### config.mk
export PLATFORM = sky130hd
export DESIGN_NAME = length_prefix_string_deframer
export DESIGN_NICKNAME = d
export VERILOG_FILES = /design/src/rtl/lpsd_pkg.sv /design/src/rtl/lpsd_front.sv /design/src/rtl/lpsd_queue.sv /design/src/rtl/lpsd_back.sv /design/src/rtl/length_prefix_string_deframer.sv
export VERILOG_INCLUDE_DIRS = /design/src /design/src/rtl
export SDC_FILE = /design/constraint.sdc
export NUM_CORES = 1
export LEC_CHECK = 0
export ABC_AREA = 0
export ABC_CLOCK_PERIOD_IN_PS = 4600
export CAP_MARGIN = 30
export CORE_MARGIN = 8
export CORE_UTILIZATION = 43
export DETAILED_ROUTE_END_ITERATION = 10
export DONT_BUFFER_PORTS = 1
export HOLD_SLACK_MARGIN = 0.08
export SLEW_MARGIN = 10
export SYNTH_ARGS = -nofsm -noshare
export SYNTH_HDL_FRONTEND = slang
export SYNTH_SLANG_ARGS = --single-unit
### constraint.sdc
create_clock -name i_clk -period 4.6 [get_ports i_clk]
set_input_delay 0.92 -clock i_clk [delete_from_list [all_inputs] [get_ports i_clk]]
set_output_delay 0.92 -clock i_clk [all_outputs]
set_load 0.02 [all_outputs]
### src/rtl/assert_macros.svh
// Assertion macros shared by the RTL modules.
`ifndef ASSERT_MACROS_SVH
`define ASSERT_MACROS_SVH

// Checks a property on every rising clock edge outside of reset.
`define ASSERT_CLK(label, clk, rst_n, prop, msg) \
    label: assert property (@(posedge clk) disable iff (!rst_n) (prop)) else $error(msg);

// Checks that a condition is followed by a consequence on the next edge.
`define ASSERT_NEXT(label, clk, rst_n, cond, cons, msg) \
    label: assert property (@(posedge clk) disable iff (!rst_n) (cond) |=> (cons)) \
        else $error(msg);

`endif

### src/rtl/lpsd_pkg.sv
`timescale 1ns / 1ps
`default_nettype none

package lpsd_pkg;

    localparam logic [7:0] DELIM_CHAR = 8'h23;
    localparam logic [7:0] DIGIT_ZERO = 8'h30;
    localparam logic [7:0] DIGIT_NINE = 8'h39;

    localparam int QUEUE_DEPTH = 2;

    typedef enum logic [1:0] {
        KIND_DIGIT = 2'd0,
        KIND_DELIM = 2'd1,
        KIND_OTHER = 2'd2
    } t_kind;

    typedef struct packed {
        t_kind      kind;
        logic [7:0] data;
    } t_token;

    typedef enum logic [1:0] {
        ST_LENGTH  = 2'b01,
        ST_PAYLOAD = 2'b10
    } t_state;

endpackage

`default_nettype wire

### src/rtl/lpsd_front.sv
`timescale 1ns / 1ps
`default_nettype none

module lpsd_front
    import lpsd_pkg::*;
(
    input  wire logic [7:0] i_byte,
    output t_token          o_token
);

    always_comb begin
        o_token.data = i_byte;
        if (i_byte inside {[DIGIT_ZERO:DIGIT_NINE]}) begin
            o_token.kind = KIND_DIGIT;
        end else if (i_byte == DELIM_CHAR) begin
            o_token.kind = KIND_DELIM;
        end else begin
            o_token.kind = KIND_OTHER;
        end
    end

endmodule

`default_nettype wire

### src/rtl/lpsd_queue.sv
`timescale 1ns / 1ps
`default_nettype none
`include "assert_macros.svh"

module lpsd_queue
    import lpsd_pkg::*;
(
    input  wire logic   i_clk,
    input  wire logic   i_rst_n,
    input  wire logic   i_push,
    input  wire t_token i_token,
    output logic        o_full,
    input  wire logic   i_pop,
    output t_token      o_token,
    output logic        o_valid
);

    localparam int PTR_W = (QUEUE_DEPTH > 1) ? $clog2(QUEUE_DEPTH) : 1;
    localparam int CNT_W = $clog2(QUEUE_DEPTH + 1);

    t_token             r_mem [QUEUE_DEPTH];
    logic [PTR_W-1:0]   r_wr_ptr;
    logic [PTR_W-1:0]   r_rd_ptr;
    logic [CNT_W-1:0]   r_count;
    logic               do_push;
    logic               do_pop;

    assign o_full  = (r_count == CNT_W'(QUEUE_DEPTH));
    assign o_valid = (r_count != '0);
    assign o_token = r_mem[r_rd_ptr];
    assign do_push = i_push && !o_full;
    assign do_pop  = i_pop && o_valid;

    function automatic logic [PTR_W-1:0] ptr_inc(input logic [PTR_W-1:0] p);
        return (p == PTR_W'(QUEUE_DEPTH - 1)) ? '0 : p + 1'b1;
    endfunction

    always_ff @(posedge i_clk) begin
        if (do_push) begin
            r_mem[r_wr_ptr] <= i_token;
        end
    end

    always_ff @(posedge i_clk) begin
        if (!i_rst_n) begin
            r_wr_ptr <= '0;
            r_rd_ptr <= '0;
            r_count  <= '0;
        end else begin
            if (do_push) begin
                r_wr_ptr <= ptr_inc(r_wr_ptr);
            end
            if (do_pop) begin
                r_rd_ptr <= ptr_inc(r_rd_ptr);
            end
            if (do_push && !do_pop) begin
                r_count <= r_count + 1'b1;
            end else if (do_pop && !do_push) begin
                r_count <= r_count - 1'b1;
            end
        end
    end

    `ASSERT_CLK(a_count_bound, i_clk, i_rst_n, r_count <= CNT_W'(QUEUE_DEPTH),
        "queue count exceeds depth")
    `ASSERT_NEXT(a_push_only_grows, i_clk, i_rst_n, do_push && !do_pop,
        r_count == $past(r_count) + 1'b1, "queue count did not grow on push")

endmodule

`default_nettype wire

### src/rtl/lpsd_back.sv
`timescale 1ns / 1ps
`default_nettype none
`include "assert_macros.svh"

module lpsd_back
    import lpsd_pkg::*;
#(
    parameter int LEN_BITS = 16
) (
    input  wire logic       i_clk,
    input  wire logic       i_rst_n,
    input  wire logic       i_valid,
    input  wire t_token     i_token,
    output logic            o_take,
    input  wire logic       i_pop,
    output logic            o_empty,
    output logic [7:0]      o_payload_byte,
    output logic            o_record_end,
    output logic            o_empty_record,
    output logic            o_format_error
);

    localparam int EXT_W = LEN_BITS + 4;
    localparam logic [LEN_BITS-1:0] LEN_MAX = {LEN_BITS{1'b1}};

    t_state                r_state;
    t_state                n_state;
    logic [LEN_BITS-1:0]   r_accum;
    logic [LEN_BITS-1:0]   n_accum;
    logic [LEN_BITS-1:0]   r_left;
    logic [LEN_BITS-1:0]   n_left;
    logic                  r_out_valid;
    logic                  n_out_valid;
    logic [7:0]            r_out_byte;
    logic                  r_out_end;
    logic                  r_out_empty;
    logic                  r_out_err;
    logic                  emit;
    logic [7:0]            emit_byte;
    logic                  emit_end;
    logic                  emit_empty;
    logic                  emit_err;
    logic [EXT_W-1:0]      accum_ext;
    logic [EXT_W-1:0]      next_len;
    logic [LEN_BITS-1:0]   left_dec;

    assign o_take    = i_valid && (!r_out_valid || i_pop);
    assign accum_ext = EXT_W'(r_accum);
    assign next_len  = (accum_ext << 3) + (accum_ext << 1) + EXT_W'(i_token.data[3:0]);
    assign left_dec  = r_left - 1'b1;

    always_comb begin
        n_state    = r_state;
        n_accum    = r_accum;
        n_left     = r_left;
        emit       = 1'b0;
        emit_byte  = '0;
        emit_end   = 1'b0;
        emit_empty = 1'b0;
        emit_err   = 1'b0;
        case (r_state)
            ST_PAYLOAD: begin
                n_left    = left_dec;
                emit      = 1'b1;
                emit_byte = i_token.data;
                emit_end  = (left_dec == '0);
                if (left_dec == '0) begin
                    n_state = ST_LENGTH;
                end
            end
            ST_LENGTH: begin
                case (i_token.kind)
                    KIND_DIGIT: begin
                        if (next_len[EXT_W-1:LEN_BITS] != '0) begin
                            n_accum  = LEN_MAX;
                            emit     = 1'b1;
                            emit_err = 1'b1;
                        end else begin
                            n_accum = next_len[LEN_BITS-1:0];
                        end
                    end
                    KIND_DELIM: begin
                        if (r_accum == '0) begin
                            emit       = 1'b1;
                            emit_end   = 1'b1;
                            emit_empty = 1'b1;
                        end else begin
                            n_left  = r_accum;
                            n_accum = '0;
                            n_state = ST_PAYLOAD;
                        end
                    end
                    default: begin
                        n_accum  = '0;
                        emit     = 1'b1;
                        emit_err = 1'b1;
                    end
                endcase
            end
            default: begin
                n_state = ST_LENGTH;
            end
        endcase
    end

    always_comb begin
        if (o_take) begin
            n_out_valid = emit;
        end else begin
            n_out_valid = r_out_valid && !i_pop;
        end
    end

    always_ff @(posedge i_clk) begin
        if (!i_rst_n) begin
            r_state     <= ST_LENGTH;
            r_accum     <= '0;
            r_left      <= '0;
            r_out_valid <= 1'b0;
        end else begin
            r_out_valid <= n_out_valid;
            if (o_take) begin
                r_state <= n_state;
                r_accum <= n_accum;
                r_left  <= n_left;
            end
        end
    end

    always_ff @(posedge i_clk) begin
        if (o_take && emit) begin
            r_out_byte  <= emit_byte;
            r_out_end   <= emit_end;
            r_out_empty <= emit_empty;
            r_out_err   <= emit_err;
        end
    end

    assign o_empty        = !r_out_valid;
    assign o_payload_byte = r_out_byte;
    assign o_record_end   = r_out_end;
    assign o_empty_record = r_out_empty;
    assign o_format_error = r_out_err;

    `ASSERT_CLK(a_payload_has_bytes, i_clk, i_rst_n,
        (r_state != ST_PAYLOAD) || (r_left != '0), "payload state with no bytes left")
    `ASSERT_NEXT(a_result_held, i_clk, i_rst_n, r_out_valid && !i_pop,
        r_out_valid && (r_out_byte == $past(r_out_byte)), "waiting result was lost")

endmodule

`default_nettype wire

### src/rtl/length_prefix_string_deframer.sv
// A pushed byte is queued, then parsed by the back end, which registers any result.
// Throughput: one byte per cycle unless a result stall holds the flow; the length
// accumulate and byte counter live in the back end; a two-entry queue absorbs stalls.
// Reset: synchronous, active low; clears parse state, queue and the result valid.
`timescale 1ns / 1ps
`default_nettype none

module length_prefix_string_deframer
    import lpsd_pkg::*;
#(
    parameter int LEN_BITS = 16
) (
    input  wire logic       i_clk,
    input  wire logic       i_rst_n,
    input  wire logic       push,
    output logic            full,
    input  wire logic [7:0] i_stream_byte,
    output logic            empty,
    input  wire logic       pop,
    output logic [7:0]      o_payload_byte,
    output logic            o_record_end,
    output logic            o_empty_record,
    output logic            o_format_error
);

    t_token front_token;
    t_token queue_token;
    logic   queue_valid;
    logic   back_take;

    lpsd_front u_front (
        .i_byte  (i_stream_byte),
        .o_token (front_token)
    );

    lpsd_queue u_queue (
        .i_clk   (i_clk),
        .i_rst_n (i_rst_n),
        .i_push  (push),
        .i_token (front_token),
        .o_full  (full),
        .i_pop   (back_take),
        .o_token (queue_token),
        .o_valid (queue_valid)
    );

    lpsd_back #(
        .LEN_BITS (LEN_BITS)
    ) u_back (
        .i_clk          (i_clk),
        .i_rst_n        (i_rst_n),
        .i_valid        (queue_valid),
        .i_token        (queue_token),
        .o_take         (back_take),
        .i_pop          (pop),
        .o_empty        (empty),
        .o_payload_byte (o_payload_byte),
        .o_record_end   (o_record_end),
        .o_empty_record (o_empty_record),
        .o_format_error (o_format_error)
    );

endmodule

`default_nettype wire
==> results.md <==
- Status: finished clean
- Mapped cell area: 0.004583 mm^2
- Max VDD drop: 0.0002560 V
- Post-CTS Setup Inserts: 0
- Die area: 0.01422 mm^2
- Crit path to: u_back.o_payload_byte[6]
- GRT Util Overall: 15.25%
- WHS: 497.4 ps
- Critical Path Fanout Max: 12
- Final GP Congestion: 0.8451
- Most common cell on crit path: ha_1
- CP Capture Type: flip-flop
- Power per cell area: 369.6 mW/mm^2
- CTS resizes: 0
- Final Max Tran Viols: 0
- Final min period: 4258 ps
- Slew HR: between 40% and 50%
- Routed wire per std cell: about 17 um
- Row count: 37
- First-pass GRT wire length: 17820 um
- Synth cell types: 76
- Main synth FF type: dfxtp_1
- Synth Instances: 487
- Max Cap Viol: 0
- Core ar.: 0.01032 mm^2
- Final setup fails: 0
- Number of port buffers: 0
- Pre-CTS WS: 353.2 ps
- CTS tree: done
- Max Freq: between 0.2 and 0.25 GHz
- Final Skew: 8.864 ps
- Critical-path cell list: buf_4, mux2_2, ha_1, ha_1, inv_1, fa_1, nand2b_1, a21oi_1, o21ai_1, o31ai_1, xnor2_1, o31a_1, or2_2
- Final WS setup: 342.2 ps
- Crit share post-route: 92.56%
- Die W: 119.2 um
- Skew-Pair Late Insertion Delay: approximately 340 ps
- Starting Density: 44.39%
- Static Leak: 1.975 nW
- CTS Buf Count: 9
- Top-area cell type share of the netlist area: 20.31%
- CP Launch Type: flip-flop
- Ratio of cells with drive above 1 in the final layout: about a tenth
- Synth top area cells: edfxtp_1 (20%), dfxtp_1 (17%), ha_1 (9.8%)
- Detail Route Antenna Nets: 0
- Crit path depth: 13
- Pin count of the biggest net entering global routing: 39
- Register area: ~0.0017 mm^2
- HP Start: u_back.r_left[1]
- Worst path max stage delay: 410 ps
- Clock root buffer: clkbuf_8
- GRT overflow: 0
- Most common cell after layout, fill and taps aside: nand2_1
- Fill cells: 989
- Commonest cells after routing, fill and taps aside: nand2_1 (42), dfxtp_1 (40), nor2_1 (39)
- ANT cells: 0
- Cell family with most CP delay: compound AO/OA/AOI/OAI gates
- Slowest CP cell: or2_2
- Synth async-reset ratio: 0%
- Clock Sink Count: 71
- Total routed wirelength: ~10000 um
- Worst Path Buf+Inv: 2
- Register-to-Register Path Depth: 13
- Worst flop-to-flop path endpoint: u_back.o_payload_byte[6]
- Vias in the first global route: ~3500
- Avg Cell Area, Syn: 9.411 um^2
- Post-CTS Hold Buffers: 0
- Drc violations: 0
- Post-synth top area cell: edfxtp_1
- Yosys reg bits: 71
- Via count: between 3000 and 4000
- Multi-input gate area: 0.002616 mm^2
- Crit path kind: reg2reg
- Io pins: 25
- Reg2reg setup slack: 340 ps
- Final core occ: 46.79%
- Post-DP HPWL: 7953 um
- Post-synth EDFFs: 31
- Setup TNS: 0 ps
- Hold Crit Class: reg2reg
- Syn Nets: 537
- H-tree depth: 3
- Initial antenna violation count: 0
- Synth Warn #: 0
- Least-Margin Pin Slew: 833.8 ps
- Hold Vio Cnt, Final: 0
- DRT iter0 DRCs: 337
- Clk pin slew, worst setup/hold paths: 80 ps
- Required time of the critical path: 4660 ps
- Die height: 119.2 um
- TritonRoute pass-1 iters: 4
- CP arrival: between 4000 and 5000 ps
- Vias per cell: 5.686
- Seq/Total Area, Yosys: 37.78%
- RSZ-0062 raised after global routing: no
- Layout area overhead: 5.405%
- Clk buf depth: 2
- NumNets Final: 526
-- routing by layer --
layer,part of all wire (%),GRT usage [%],vias to the layer above
met5,0,0,-
met4,1.4,4.506,0
met3,3.4,2.881,15
met2,46,24.73,60
met1,49,20.15,1650
li1,-,-,1783
-- synth_stat cells (6+ instances only) --
cell type / n
edfxtp_1: 31
and3_1: 6
o21a_1: 7
a221o_1: 10
nand3_1: 11
ha_1: 36
o31ai_1: 7
xor2_1: 7
o21ai_0: 31
a21boi_0: 7
and2_1: 14
nor2b_1: 8
nor2_1: 39
inv_1: 19
nand2_1: 42
xnor2_1: 11
nor3_1: 12
nor4_1: 8
a21oi_1: 29
dfxtp_1: 40
clkbuf_1: 13
-- worst register-to-register path: cells and delay by family, from the launching register on --
kind	cells	cell delay [ps]
buf+inv	2	270
simple gates	2	590
xor+xnor	1	270
fa+ha+maj	3	870
mux	1	370
compound gates	4	1270
flops	1	340
-- sequential cells by signal (all words and copies together) (netlist names), 2 cells and up, named ones only --
name                   count
u_back.r_left             16
u_back.r_state             2
u_queue.r_mem             20
u_queue.r_count            2
u_back.r_accum            16
u_back.o_payload_byte      8
-- per-stage QoR --
| stage | total power, mW | std cells | instance area [um^2] |
|---|---|---|---|
| 6_report | 1.785 | 617 | 4831 |
| 5_1_grt | 1.882 | 617 | 4831 |
| 4_1_cts | 1.799 | 616 | 4823 |
| 2_1_floorplan | 1.161 | 487 | 4583 |
| 3_5_place_dp | 1.255 | 600 | 4612 |
| 3_3_place_gp | 1.238 | 599 | 4604 |
-- layout make-up --
class	instances	share of cell area (%)
inverter	19	1.476
clock buffer	10	2.642
clock inverter	6	1.735
tap	136	3.522
multi-input combinational	371	54.16
sequential	71	35.85
timing repair buffer	4	0.6216
-- how the worst min path moves through the flow --
stage / to / slack [ps] / cells after the start
6_report: u_back.r_left[1] / 500 / 2
5_1_grt: u_back.r_state[0] / 540 / 1
4_1_cts: u_back.r_left[1] / 500 / 2
3_5_place_dp: u_back.r_left[1] / 490 / 2
3_3_place_gp: u_back.r_left[1] / 480 / 2
2_1_floorplan: u_back.r_state[1] / 460 / 2
-- kinds of logic after synthesis --
kind of cell	count (synthesis)	synth area share, %
multiplexers	9	2.075
AND/OR/NAND/NOR	168	19.27
flip-flops	71	37.78
XOR/XNOR	18	3.440
buffers and inverters	45	5.132
adder cells (fa/ha/maj)	38	10.70
AO/OA/AOI/OAI	138	21.59
-- power by group --
group	switching, mW	internal (mW)
sequential	0.0893	0.764
clock	0.238	0.304
combinational	0.237	0.152
total	0.565	1.22
No activity file was read; power rests on OpenSTA's default activity.
